**config.mk**
```make
export PLATFORM = sky130hd
export DESIGN_NAME = calendar_date_day_offset
export DESIGN_NICKNAME = d
export VERILOG_FILES = /design/src/hw/rtl/cdo_pkg.sv /design/src/hw/rtl/cdo_dp.sv /design/src/hw/rtl/cdo_ctrl.sv /design/src/hw/rtl/calendar_date_day_offset.sv
export VERILOG_INCLUDE_DIRS = /design/src /design/src/hw/rtl
export SDC_FILE = /design/constraint.sdc
export NUM_CORES = 1
export LEC_CHECK = 0
export BUFFER_PORTS_ARGS = -buffer_cell sky130_fd_sc_hd__buf_2
export CAP_MARGIN = 20
export CORE_MARGIN = 8
export CORE_UTILIZATION = 23
export CTS_CLUSTER_DIAMETER = 40
export DETAILED_ROUTE_END_ITERATION = 6
export SYNTH_ARGS = -nofsm -noshare
export SYNTH_HDL_FRONTEND = slang
export SYNTH_SLANG_ARGS = --single-unit
```
**constraint.sdc**
```tcl
create_clock -name i_clk -period 9.7 [get_ports i_clk]
set_input_delay 1.94 -clock i_clk [delete_from_list [all_inputs] [get_ports i_clk]]
set_output_delay 1.94 -clock i_clk [all_outputs]
set_load 0.01 [all_outputs]
```
**src/hw/rtl/calendar_date_day_offset_assert.svh**
```systemverilog
// ----------------------------------------------------------------------------
// Assertion macros for the calendar date day offset block
// Implication checks that compile to nothing when SYNTHESIS is defined.
// ----------------------------------------------------------------------------
`ifndef CALENDAR_DATE_DAY_OFFSET_ASSERT_SVH
`define CALENDAR_DATE_DAY_OFFSET_ASSERT_SVH

`ifndef SYNTHESIS
// Same-cycle implication.
`define CDO_ASSERT_IMP(lbl, clk, rst_n, ante, cons) \
    lbl: assert property (@(posedge clk) disable iff (!rst_n) (ante) |-> (cons)) \
        else $error("calendar date assertion failed");
// Next-cycle implication.
`define CDO_ASSERT_NXT(lbl, clk, rst_n, ante, cons) \
    lbl: assert property (@(posedge clk) disable iff (!rst_n) (ante) |=> (cons)) \
        else $error("calendar date assertion failed");
`else
`define CDO_ASSERT_IMP(lbl, clk, rst_n, ante, cons)
`define CDO_ASSERT_NXT(lbl, clk, rst_n, ante, cons)
`endif

`endif

```
**src/hw/rtl/cdo_pkg.sv**
```systemverilog
// ----------------------------------------------------------------------------
// cdo_pkg
// Types, codes and calendar helpers shared by the date offset block.
// ----------------------------------------------------------------------------
`default_nettype none

package cdo_pkg;

    localparam int NumMonths = 12;

    localparam logic [0:0] OP_LOAD = 1'b0;
    localparam logic [0:0] OP_ADD  = 1'b1;

    localparam logic [1:0] ST_OK       = 2'd0;
    localparam logic [1:0] ST_BAD_DATE = 2'd1;
    localparam logic [1:0] ST_RANGE    = 2'd2;

    localparam logic [3:0] MON_JAN = 4'd1;
    localparam logic [3:0] MON_FEB = 4'd2;
    localparam logic [3:0] MON_DEC = 4'd12;

    localparam logic [4:0] DAYS_FEB_LEAP = 5'd29;
    localparam logic [4:0] DAYS_MAX      = 5'd31;

    // Reset date: 1 January 2000. 2000 is a multiple of 25.
    localparam logic [4:0]  RST_DAY   = 5'd1;
    localparam logic [3:0]  RST_MONTH = 4'd1;
    localparam logic [13:0] RST_YEAR  = 14'd2000;
    localparam logic [4:0]  RST_M25   = 5'd0;

    // Reciprocal of 25 scaled by 2^17; exact quotient for any 14-bit year.
    localparam logic [12:0] RECIP25 = 13'd5243;
    localparam int          RecipShift = 17;
    localparam logic [4:0]  M25_TOP = 5'd24;

    localparam logic [4:0] MONTH_LEN [NumMonths] = '{
        5'd31, 5'd28, 5'd31, 5'd30, 5'd31, 5'd30,
        5'd31, 5'd31, 5'd30, 5'd31, 5'd30, 5'd31
    };

    typedef struct packed {
        logic               opcode;
        logic [4:0]         new_day;
        logic [3:0]         new_month;
        logic [13:0]        new_year;
        logic signed [15:0] day_offset;
    } t_in;

    typedef struct packed {
        logic [4:0]  out_day;
        logic [3:0]  out_month;
        logic [13:0] out_year;
        logic [1:0]  status;
    } t_out;

    typedef struct packed {
        logic       cap;
        logic       ld_mul;
        logic       ld_mod;
        logic       ld_commit;
        logic       walk_step;
        logic       walk_commit;
        logic       set_status;
        logic [1:0] status;
        logic       emit;
    } t_cmd;

    typedef struct packed {
        logic in_add;
        logic ld_ok;
        logic walk_zero;
        logic walk_range;
    } t_sts;

    // Leap year from the year's low four bits and its remainder modulo 25:
    // a multiple of 100 is a multiple of 4 and 25, one of 400 of 16 and 25.
    function automatic logic is_leap(logic [3:0] yr_lo, logic [4:0] m25);
        logic d4;
        logic d16;
        logic d25;
        d4  = (yr_lo[1:0] == 2'd0);
        d16 = (yr_lo == 4'd0);
        d25 = (m25 == 5'd0);
        return (d4 && !d25) || (d16 && d25);
    endfunction

    // Length of a month; a code outside 1 to 12 reads as 31.
    function automatic logic [4:0] days_in(logic [3:0] month, logic leap);
        logic [4:0] len;
        len = DAYS_MAX;
        if (month == MON_FEB && leap) begin
            len = DAYS_FEB_LEAP;
        end else if (month >= MON_JAN && month <= MON_DEC) begin
            len = MONTH_LEN[4'(month - MON_JAN)];
        end
        return len;
    endfunction

endpackage

`default_nettype wire

```
**src/hw/rtl/cdo_dp.sv**
```systemverilog
// ----------------------------------------------------------------------------
// cdo_dp
// Datapath: stored date, load check, month-by-month walk and result register.
// ----------------------------------------------------------------------------
`default_nettype none

module cdo_dp #(
    parameter int MAX_YEAR = 9999
) (
    input  logic          i_clk,
    input  logic          i_rst_n,
    input  cdo_pkg::t_in  i_in,
    input  cdo_pkg::t_cmd i_cmd,
    output cdo_pkg::t_sts o_sts,
    output cdo_pkg::t_out o_out
);
    import cdo_pkg::*;

    localparam logic [13:0] MaxYr = 14'(MAX_YEAR);

    // Stored date and its year modulo 25.
    logic [4:0]  r_cur_day;
    logic [3:0]  r_cur_mon;
    logic [13:0] r_cur_yr;
    logic [4:0]  r_cur_m25;

    // Load candidate.
    logic [4:0]  r_ld_day;
    logic [3:0]  r_ld_mon;
    logic [13:0] r_ld_yr;
    logic [9:0]  r_ld_q;
    logic [4:0]  r_ld_m25;

    // Walk copy and remaining offset.
    logic [4:0]         r_w_day, n_w_day;
    logic [3:0]         r_w_mon, n_w_mon;
    logic [13:0]        r_w_yr, n_w_yr;
    logic [4:0]         r_w_m25, n_w_m25;
    logic signed [16:0] r_w_d, n_w_d;

    logic [1:0] r_status;
    t_out       r_out;

    logic               w_leap;
    logic [4:0]         dim_cur;
    logic [4:0]         dim_prev;
    logic signed [16:0] left;
    logic signed [16:0] sum_b;
    logic               fwd_fits;
    logic               back_fits;
    logic               ld_leap;
    logic [13:0]        q_x25;

    assign w_leap    = is_leap(r_w_yr[3:0], r_w_m25);
    assign dim_cur   = days_in(r_w_mon, w_leap);
    assign dim_prev  = days_in(4'(r_w_mon - 4'd1), w_leap);
    assign left      = $signed({12'd0, dim_cur}) - $signed({12'd0, r_w_day});
    assign sum_b     = r_w_d + $signed({12'd0, r_w_day});
    assign fwd_fits  = (r_w_d <= left);
    assign back_fits = (sum_b > 17'sd0);

    assign ld_leap = is_leap(r_ld_yr[3:0], r_ld_m25);
    assign q_x25   = 14'({r_ld_q, 4'd0}) + 14'({r_ld_q, 3'd0}) + 14'(r_ld_q);

    always_comb begin
        o_sts.in_add     = (i_in.opcode == OP_ADD);
        o_sts.ld_ok      = (r_ld_mon >= MON_JAN) && (r_ld_mon <= MON_DEC)
                           && (r_ld_yr <= MaxYr) && (r_ld_day != 5'd0)
                           && (r_ld_day <= days_in(r_ld_mon, ld_leap));
        o_sts.walk_zero  = (r_w_d == 17'sd0);
        o_sts.walk_range = ((r_w_d > 17'sd0) && !fwd_fits && (r_w_mon == MON_DEC)
                            && (r_w_yr >= MaxYr))
                           || ((r_w_d < 17'sd0) && !back_fits && (r_w_mon == MON_JAN)
                            && (r_w_yr == 14'd0));
    end

    // One month of the walk.
    always_comb begin
        n_w_day = r_w_day;
        n_w_mon = r_w_mon;
        n_w_yr  = r_w_yr;
        n_w_m25 = r_w_m25;
        n_w_d   = r_w_d;
        if (r_w_d > 17'sd0) begin
            if (fwd_fits) begin
                n_w_day = r_w_day + r_w_d[4:0];
                n_w_d   = 17'sd0;
            end else begin
                n_w_d   = r_w_d - left - 17'sd1;
                n_w_day = 5'd1;
                if (r_w_mon == MON_DEC) begin
                    n_w_mon = MON_JAN;
                    n_w_yr  = r_w_yr + 14'd1;
                    n_w_m25 = (r_w_m25 == M25_TOP) ? 5'd0 : r_w_m25 + 5'd1;
                end else begin
                    n_w_mon = r_w_mon + 4'd1;
                end
            end
        end else if (r_w_d < 17'sd0) begin
            if (back_fits) begin
                n_w_day = sum_b[4:0];
                n_w_d   = 17'sd0;
            end else begin
                n_w_d = sum_b;
                if (r_w_mon == MON_JAN) begin
                    n_w_day = DAYS_MAX;
                    n_w_mon = MON_DEC;
                    n_w_yr  = r_w_yr - 14'd1;
                    n_w_m25 = (r_w_m25 == 5'd0) ? M25_TOP : r_w_m25 - 5'd1;
                end else begin
                    n_w_day = dim_prev;
                    n_w_mon = r_w_mon - 4'd1;
                end
            end
        end
    end

    always_ff @(posedge i_clk) begin
        if (!i_rst_n) begin
            r_cur_day <= RST_DAY;
            r_cur_mon <= RST_MONTH;
            r_cur_yr  <= RST_YEAR;
            r_cur_m25 <= RST_M25;
        end else if (i_cmd.ld_commit) begin
            r_cur_day <= r_ld_day;
            r_cur_mon <= r_ld_mon;
            r_cur_yr  <= r_ld_yr;
            r_cur_m25 <= r_ld_m25;
        end else if (i_cmd.walk_commit) begin
            r_cur_day <= r_w_day;
            r_cur_mon <= r_w_mon;
            r_cur_yr  <= r_w_yr;
            r_cur_m25 <= r_w_m25;
        end
    end

    always_ff @(posedge i_clk) begin
        if (i_cmd.cap) begin
            r_ld_day <= i_in.new_day;
            r_ld_mon <= i_in.new_month;
            r_ld_yr  <= i_in.new_year;
            r_w_day  <= r_cur_day;
            r_w_mon  <= r_cur_mon;
            r_w_yr   <= r_cur_yr;
            r_w_m25  <= r_cur_m25;
            r_w_d    <= {i_in.day_offset[15], i_in.day_offset};
        end else if (i_cmd.walk_step) begin
            r_w_day <= n_w_day;
            r_w_mon <= n_w_mon;
            r_w_yr  <= n_w_yr;
            r_w_m25 <= n_w_m25;
            r_w_d   <= n_w_d;
        end
        if (i_cmd.ld_mul) begin
            r_ld_q <= 10'((27'(r_ld_yr) * 27'(RECIP25)) >> RecipShift);
        end
        if (i_cmd.ld_mod) begin
            r_ld_m25 <= 5'(r_ld_yr - q_x25);
        end
        if (i_cmd.set_status) begin
            r_status <= i_cmd.status;
        end
        if (i_cmd.emit) begin
            r_out.out_day   <= r_cur_day;
            r_out.out_month <= r_cur_mon;
            r_out.out_year  <= r_cur_yr;
            r_out.status    <= r_status;
        end
    end

    assign o_out = r_out;

endmodule

`default_nettype wire

```
**src/hw/rtl/cdo_ctrl.sv**
```systemverilog
// ----------------------------------------------------------------------------
// cdo_ctrl
// Controller: sequences load checks and month walks, owns the handshakes.
// ----------------------------------------------------------------------------
`default_nettype none

module cdo_ctrl (
    input  logic          i_clk,
    input  logic          i_rst_n,
    input  logic          i_in_valid,
    output logic          o_in_ready,
    output logic          o_out_valid,
    input  logic          i_out_ready,
    input  cdo_pkg::t_sts i_sts,
    output cdo_pkg::t_cmd o_cmd
);
    import cdo_pkg::*;

    typedef enum logic [5:0] {
        S_IDLE   = 6'b000001,
        S_LD_MUL = 6'b000010,
        S_LD_MOD = 6'b000100,
        S_LD_CHK = 6'b001000,
        S_WALK   = 6'b010000,
        S_EMIT   = 6'b100000
    } t_state;

    t_state r_state, n_state;
    logic   r_o_valid, n_o_valid;
    logic   out_free;

    assign out_free    = !r_o_valid || i_out_ready;
    assign o_in_ready  = (r_state == S_IDLE);
    assign o_out_valid = r_o_valid;

    always_comb begin
        n_state   = r_state;
        n_o_valid = r_o_valid && !i_out_ready;
        o_cmd     = '0;
        unique case (r_state)
            S_IDLE: begin
                if (i_in_valid) begin
                    o_cmd.cap = 1'b1;
                    n_state   = i_sts.in_add ? S_WALK : S_LD_MUL;
                end
            end
            S_LD_MUL: begin
                o_cmd.ld_mul = 1'b1;
                n_state      = S_LD_MOD;
            end
            S_LD_MOD: begin
                o_cmd.ld_mod = 1'b1;
                n_state      = S_LD_CHK;
            end
            S_LD_CHK: begin
                o_cmd.ld_commit  = i_sts.ld_ok;
                o_cmd.set_status = 1'b1;
                o_cmd.status     = i_sts.ld_ok ? ST_OK : ST_BAD_DATE;
                n_state          = S_EMIT;
            end
            S_WALK: begin
                if (i_sts.walk_range) begin
                    o_cmd.set_status = 1'b1;
                    o_cmd.status     = ST_RANGE;
                    n_state          = S_EMIT;
                end else if (i_sts.walk_zero) begin
                    o_cmd.walk_commit = 1'b1;
                    o_cmd.set_status  = 1'b1;
                    o_cmd.status      = ST_OK;
                    n_state           = S_EMIT;
                end else begin
                    o_cmd.walk_step = 1'b1;
                end
            end
            S_EMIT: begin
                if (out_free) begin
                    o_cmd.emit = 1'b1;
                    n_o_valid  = 1'b1;
                    n_state    = S_IDLE;
                end
            end
            default: begin
                n_state = S_IDLE;
            end
        endcase
    end

    always_ff @(posedge i_clk) begin
        if (!i_rst_n) begin
            r_state   <= S_IDLE;
            r_o_valid <= 1'b0;
        end else begin
            r_state   <= n_state;
            r_o_valid <= n_o_valid;
        end
    end

endmodule

`default_nettype wire

```
**src/hw/rtl/calendar_date_day_offset.sv**
```systemverilog
// ----------------------------------------------------------------------------
// calendar_date_day_offset
// Gregorian date register with checked load and signed day offset.
// ----------------------------------------------------------------------------
// The block holds one date. Items arrive on the input channel (i_in_valid,
// o_in_ready, i_in) and each one yields exactly one item on the output
// channel (o_out_valid, i_out_ready, o_out) carrying the stored date after
// the item and a status: ok, invalid date rejected, or year range exceeded.
// A load item finds the remainder modulo 25 of the new year by a reciprocal
// multiply (S_LD_MUL) and a subtraction (S_LD_MOD); the check and commit
// follow in S_LD_CHK, and the result register loads in S_EMIT once it is free.
// An add item walks the calendar one month per cycle in the datapath; a
// full 16-bit offset crosses up to roughly 1080 months.
// One item is in flight at a time: the input is ready only while the
// controller is idle. The finished result sits in an output register, so
// the next item is accepted while an earlier result still waits; a new
// result waits in the controller until that register has been taken.
// Reset (synchronous, active low) sets the date to 1 January 2000 and
// empties the output register.
// ----------------------------------------------------------------------------
`default_nettype none

`include "calendar_date_day_offset_assert.svh"

module calendar_date_day_offset #(
    parameter int MAX_YEAR = 9999
) (
    input  logic          i_clk,
    input  logic          i_rst_n,
    input  logic          i_in_valid,
    output logic          o_in_ready,
    input  cdo_pkg::t_in  i_in,
    output logic          o_out_valid,
    input  logic          i_out_ready,
    output cdo_pkg::t_out o_out
);
    import cdo_pkg::*;

    // Command and status groups between controller and datapath.
    t_cmd cmd;
    t_sts sts;

    cdo_ctrl u_ctrl (
        .i_clk       (i_clk),
        .i_rst_n     (i_rst_n),
        .i_in_valid  (i_in_valid),
        .o_in_ready  (o_in_ready),
        .o_out_valid (o_out_valid),
        .i_out_ready (i_out_ready),
        .i_sts       (sts),
        .o_cmd       (cmd)
    );

    cdo_dp #(
        .MAX_YEAR (MAX_YEAR)
    ) u_dp (
        .i_clk   (i_clk),
        .i_rst_n (i_rst_n),
        .i_in    (i_in),
        .i_cmd   (cmd),
        .o_sts   (sts),
        .o_out   (o_out)
    );

    // An accepted item keeps the input closed for at least the next cycle.
    `CDO_ASSERT_NXT(a_busy_after_accept, i_clk, i_rst_n, i_in_valid && o_in_ready, !o_in_ready)

    // A delivered date always has a real month and a nonzero day.
    `CDO_ASSERT_IMP(a_out_date_sane, i_clk, i_rst_n, o_out_valid,
        (o_out.out_month >= MON_JAN) && (o_out.out_month <= MON_DEC)
        && (o_out.out_day != 5'd0))

    // The status is one of the three defined codes.
    `CDO_ASSERT_IMP(a_out_status_code, i_clk, i_rst_n, o_out_valid,
        (o_out.status == ST_OK) || (o_out.status == ST_BAD_DATE)
        || (o_out.status == ST_RANGE))

endmodule

`default_nettype wire
```
==> results.md <==
- Run status: finished, final reports clean
- Chip Height: 241 um
- Arrival time at the worst endpoint: 7.00 ns
- Total iterations of the first detailed-routing run: 6
- Static Leak: 0.00579 uW
- Achievable frequency: 144 MHz
- Number of nets at the end of the flow: 1493
- DR WL/cell: 16.2 um
- Met1 usage in global routing: 0.142
- CTS Root Buffer Type: sky130_fd_sc_hd__clkbuf_16
- Required time worst endpoint: 9.76 ns
- Mapped Avg Cell Area: 9.85 sq um
- Dominant combinational cell family by area after synthesis: adder cells
- Number of setup violations in the final report: 0
- Cell Area, Synth: 11600 sq um
- Count of antenna-violating nets left after detailed routing: 0
- # DRC: 0
- Die area: 58100 sq um
- Net count after synthesis: 1436
- Max Root-Sink Buffers: 2
- Transition at the pin with the smallest max-transition slack: 1.06 ns
- Kind of end point of the critical path: flip-flop
- Clock sinks: 140
- Share of layout cells above drive strength 1: 0.0990
- Leftover overflow at the end of global routing: 0
- Arithmetic-cell share of the synthesized area counting full adders, half adders and majority gates: 0.269
- Crit path launch type: flip-flop
- Antenna violations before repair: 0
- Fraction of the yosys area taken by sequential cells: 0.331
- Min-Delay Path Class: reg -> reg
- Tot Pwr: 3740 uW
- Dpl hpwl: 24000 um
- Total global routing track utilization: 0.109
- Top FF cell, synth: sky130_fd_sc_hd__edfxtp_1
- Max-capacitance violation count: 0
- Worst stage delay on the critical path: 0.90 ns
- Cell repeated most along the worst path: sky130_fd_sc_hd__ha_1
- Effective utilization at floorplan: 0.233
- GR met2 Demand/Resource: 0.177
- First DRT Iteration DRCs: 661
- Simple-gate portion of the synthesized area: 0.126
- Compound-Gate Fraction of Synth Area: 0.136
- # hold bufs at CTS: 0
- IO Pins: 71
- Total via count after detailed routing: 8981
- Number of flops mapped to enable cells by yosys: 105
- Overall die width: 241 um
- Busiest layer in global routing: met2
- Number of I/O port buffers: 70
- Worst setup slack before clock tree synthesis: 2.78 ns
- Slowest stage cell, crit path: sky130_fd_sc_hd__o31ai_4
- Via-per-instance ratio: 4.67
- Core region area: 50100 sq um
- Unique cell type count in the Yosys netlist: 66
- CTS tree: yes
- Worst max-slew margin expressed relative to the limit: 0.290
- Depth of the CTS H-tree: 4
- P per Cell Area: 279 nW/um^2
- Classification of the worst setup path: reg -> reg
- Critical path fanouts, max: 19
- Area grow syn2layout: 15.3%
- Final Hold Fails: 0
- Final std cell area, no fill: 13400 sq um
- Final Cycle Share: 0.715
- Number of instances in the synthesized netlist: 1182
- Total cell area at the placement stage: 12700 sq um
- Placer Congestion: 0.894
- CTS clock-pin slew for the worst setup and hold paths: 0.06 ns
- Peak ir drop on the vdd network: 0.306 mV
- Core Rows: 82
- Setup repair after global routing missed its margin: no
- Worst Setup Slack, final: 2.76 ns
- Post-synthesis share of cell area spent on xor and xnor gates: 0.0519
- Setup repair bufs after CTS: 0
- Vias in the first global route: 9027
- Number of CTS-inserted buffers: 17
- Register bit count reported by yosys: 140
- WP buf/inv: 2
- Global Route met3 Usage: 0.0272
- Clk_skew: 0.00686 ns
- Total Negative Setup Slacks: 0 ns
- Number of gates resized after cts: 0
- Wire length reported by the detailed router: 31200 um
- Largest net degree at the start of global routing: 64
- Share of flip-flops with an asynchronous set or reset: 0
- Cell family with the largest share of critical-path delay: compound AO/OA/AOI/OAI gates
- First-pass GRT wire length: 49200 um
- Mux contribution to synthesized area: 0.0250
- Clock latency at the later pin of the worst-skew pair: 0.44 ns
- Fin crit period: 6.94 ns
- Synthesis Warnings: 0
- Ant diodes: 0
- Critical path, cell by cell: inv_1, ha_1, xor2_1, a21oi_1, mux2_2, a211oi_1, ha_1, inv_1, a211oi_1, nand3_1, ha_1, nand3_1, or2_2, nor3_1, a31oi_1, and3_1, o2bb2ai_1, nor3b_2, nand2b_2, o31ai_4
- Number of slew-limit violations in the final report: 0
[routing by layer]
metal / share of wire / up-vias
met4: 0.019 / 0
met5: 0 / -
met2: 0.46 / 262
met3: 0.058 / 47
li1: - / 4282
met1: 0.46 / 4390
[where the power goes]
part           total (uW)  internal, uW  switching, uW  leakage [uW]
Combinational        2110           903           1200       0.00416
Sequential            919           788            131       0.00132
Clock                 714           437            277      0.000306
[worst reg2reg max path: stages, from the launching register on]
cell                        delay [ns]
sky130_fd_sc_hd__edfxtp_1         0.62
sky130_fd_sc_hd__inv_1            0.25
sky130_fd_sc_hd__ha_1             0.31
sky130_fd_sc_hd__xor2_1           0.49
sky130_fd_sc_hd__a21oi_1          0.16
sky130_fd_sc_hd__mux2_2           0.29
sky130_fd_sc_hd__a211oi_1         0.27
sky130_fd_sc_hd__ha_1             0.20
sky130_fd_sc_hd__inv_1            0.06
sky130_fd_sc_hd__a211oi_1         0.33
sky130_fd_sc_hd__nand3_1          0.51
sky130_fd_sc_hd__ha_1             0.59
sky130_fd_sc_hd__nand3_1          0.14
sky130_fd_sc_hd__or2_2            0.33
sky130_fd_sc_hd__nor3_1           0.22
sky130_fd_sc_hd__a31oi_1          0.10
sky130_fd_sc_hd__and3_1           0.21
sky130_fd_sc_hd__o2bb2ai_1        0.13
sky130_fd_sc_hd__nor3b_2          0.30
sky130_fd_sc_hd__nand2b_2         0.15
sky130_fd_sc_hd__o31ai_4          0.90
[cell usage in the layout (no fill, tap or decap), types with 23 or more instances in the layout]
| master | count |
|---|---|
| sky130_fd_sc_hd__buf_2 | 70 |
| sky130_fd_sc_hd__edfxtp_1 | 105 |
| sky130_fd_sc_hd__mux2i_1 | 28 |
| sky130_fd_sc_hd__fa_1 | 67 |
| sky130_fd_sc_hd__nor2_1 | 87 |
| sky130_fd_sc_hd__inv_1 | 144 |
| sky130_fd_sc_hd__xor2_1 | 23 |
| sky130_fd_sc_hd__nand3_1 | 24 |
| sky130_fd_sc_hd__o21ai_0 | 47 |
| sky130_fd_sc_hd__dfxtp_1 | 35 |
| sky130_fd_sc_hd__xnor2_1 | 46 |
| sky130_fd_sc_hd__nand2_1 | 90 |
| sky130_fd_sc_hd__a21oi_1 | 74 |
| sky130_fd_sc_hd__ha_1 | 143 |
[registers in the layout, summed over array words and instances (netlist names), 2 cells and up]
name,flops
u_ctrl.r_state,6
u_dp.o_out,25
u_dp.r_cur_day,5
u_dp.r_cur_m25,5
u_dp.r_cur_mon,4
u_dp.r_cur_yr,14
u_dp.r_ld_day,5
u_dp.r_ld_m25,5
u_dp.r_ld_mon,4
u_dp.r_ld_q,5
u_dp.r_ld_yr,14
u_dp.r_status,2
u_dp.r_w_d,17
u_dp.r_w_day,5
u_dp.r_w_m25,5
u_dp.r_w_mon,4
u_dp.r_w_yr,14
[path summary, 6_finish.rpt]
| check | from | end | slack, ns | depth (start not counted) |
|---|---|---|---|---|
| max reg2reg | u_dp.r_w_mon[0] | u_dp.r_w_yr[4] | 2.76 | 20 |
| max | u_dp.r_w_mon[0] | u_dp.r_w_yr[4] | 2.76 | 20 |
| min reg2reg | u_dp.r_status[0] | u_dp.o_out[0] | 0.42 | 0 |
| min | u_dp.r_status[0] | u_dp.o_out[0] | 0.42 | 0 |
[cell type report]
class	instances	area, sq um
clock inverters	11	154
multi-input cells	858	7110
clock buffers	21	482
repair buffers	77	448
inverters	145	544
well taps	672	841
fillers	5317	36600
flip-flops and latches	140	3850
[kinds of logic (layout without fill, tap and decap cells)]
group,Yosys count,count (layout)
buffers and inverters,184,254
adder cells (fa/ha/maj),210,210
multiplexers,29,29
AO/OA/AOI/OAI,242,242
AND/OR/NAND/NOR,308,308
flip-flops,140,140
XOR/XNOR,69,69
[through the flow]
stage / util / instances / hold WS, ns
after CTS: 0.267 / 1921 / 0.419
final: 0.268 / 1924 / 0.419
after global routing: 0.268 / 1924 / 0.441
after floorplan: - / 1182 / 0.400
after global placement: 0.254 / 1889 / 0.407
after detailed placement: 0.254 / 1889 / 0.405
[cells in the mapped netlist (24+ instances only)]
cell	n	area [sq um]
sky130_fd_sc_hd__a21oi_1	74	370
sky130_fd_sc_hd__dfxtp_1	35	701
sky130_fd_sc_hd__fa_1	67	1340
sky130_fd_sc_hd__nand2_1	91	342
sky130_fd_sc_hd__o21ai_0	47	235
sky130_fd_sc_hd__ha_1	143	1790
sky130_fd_sc_hd__clkbuf_1	28	105
sky130_fd_sc_hd__mux2i_1	28	280
sky130_fd_sc_hd__xnor2_1	46	403
sky130_fd_sc_hd__edfxtp_1	105	3150
sky130_fd_sc_hd__inv_1	145	544
sky130_fd_sc_hd__nor2_1	87	327
sky130_fd_sc_hd__nand3_1	24	120
No activity file was read; power rests on OpenSTA's default activity.
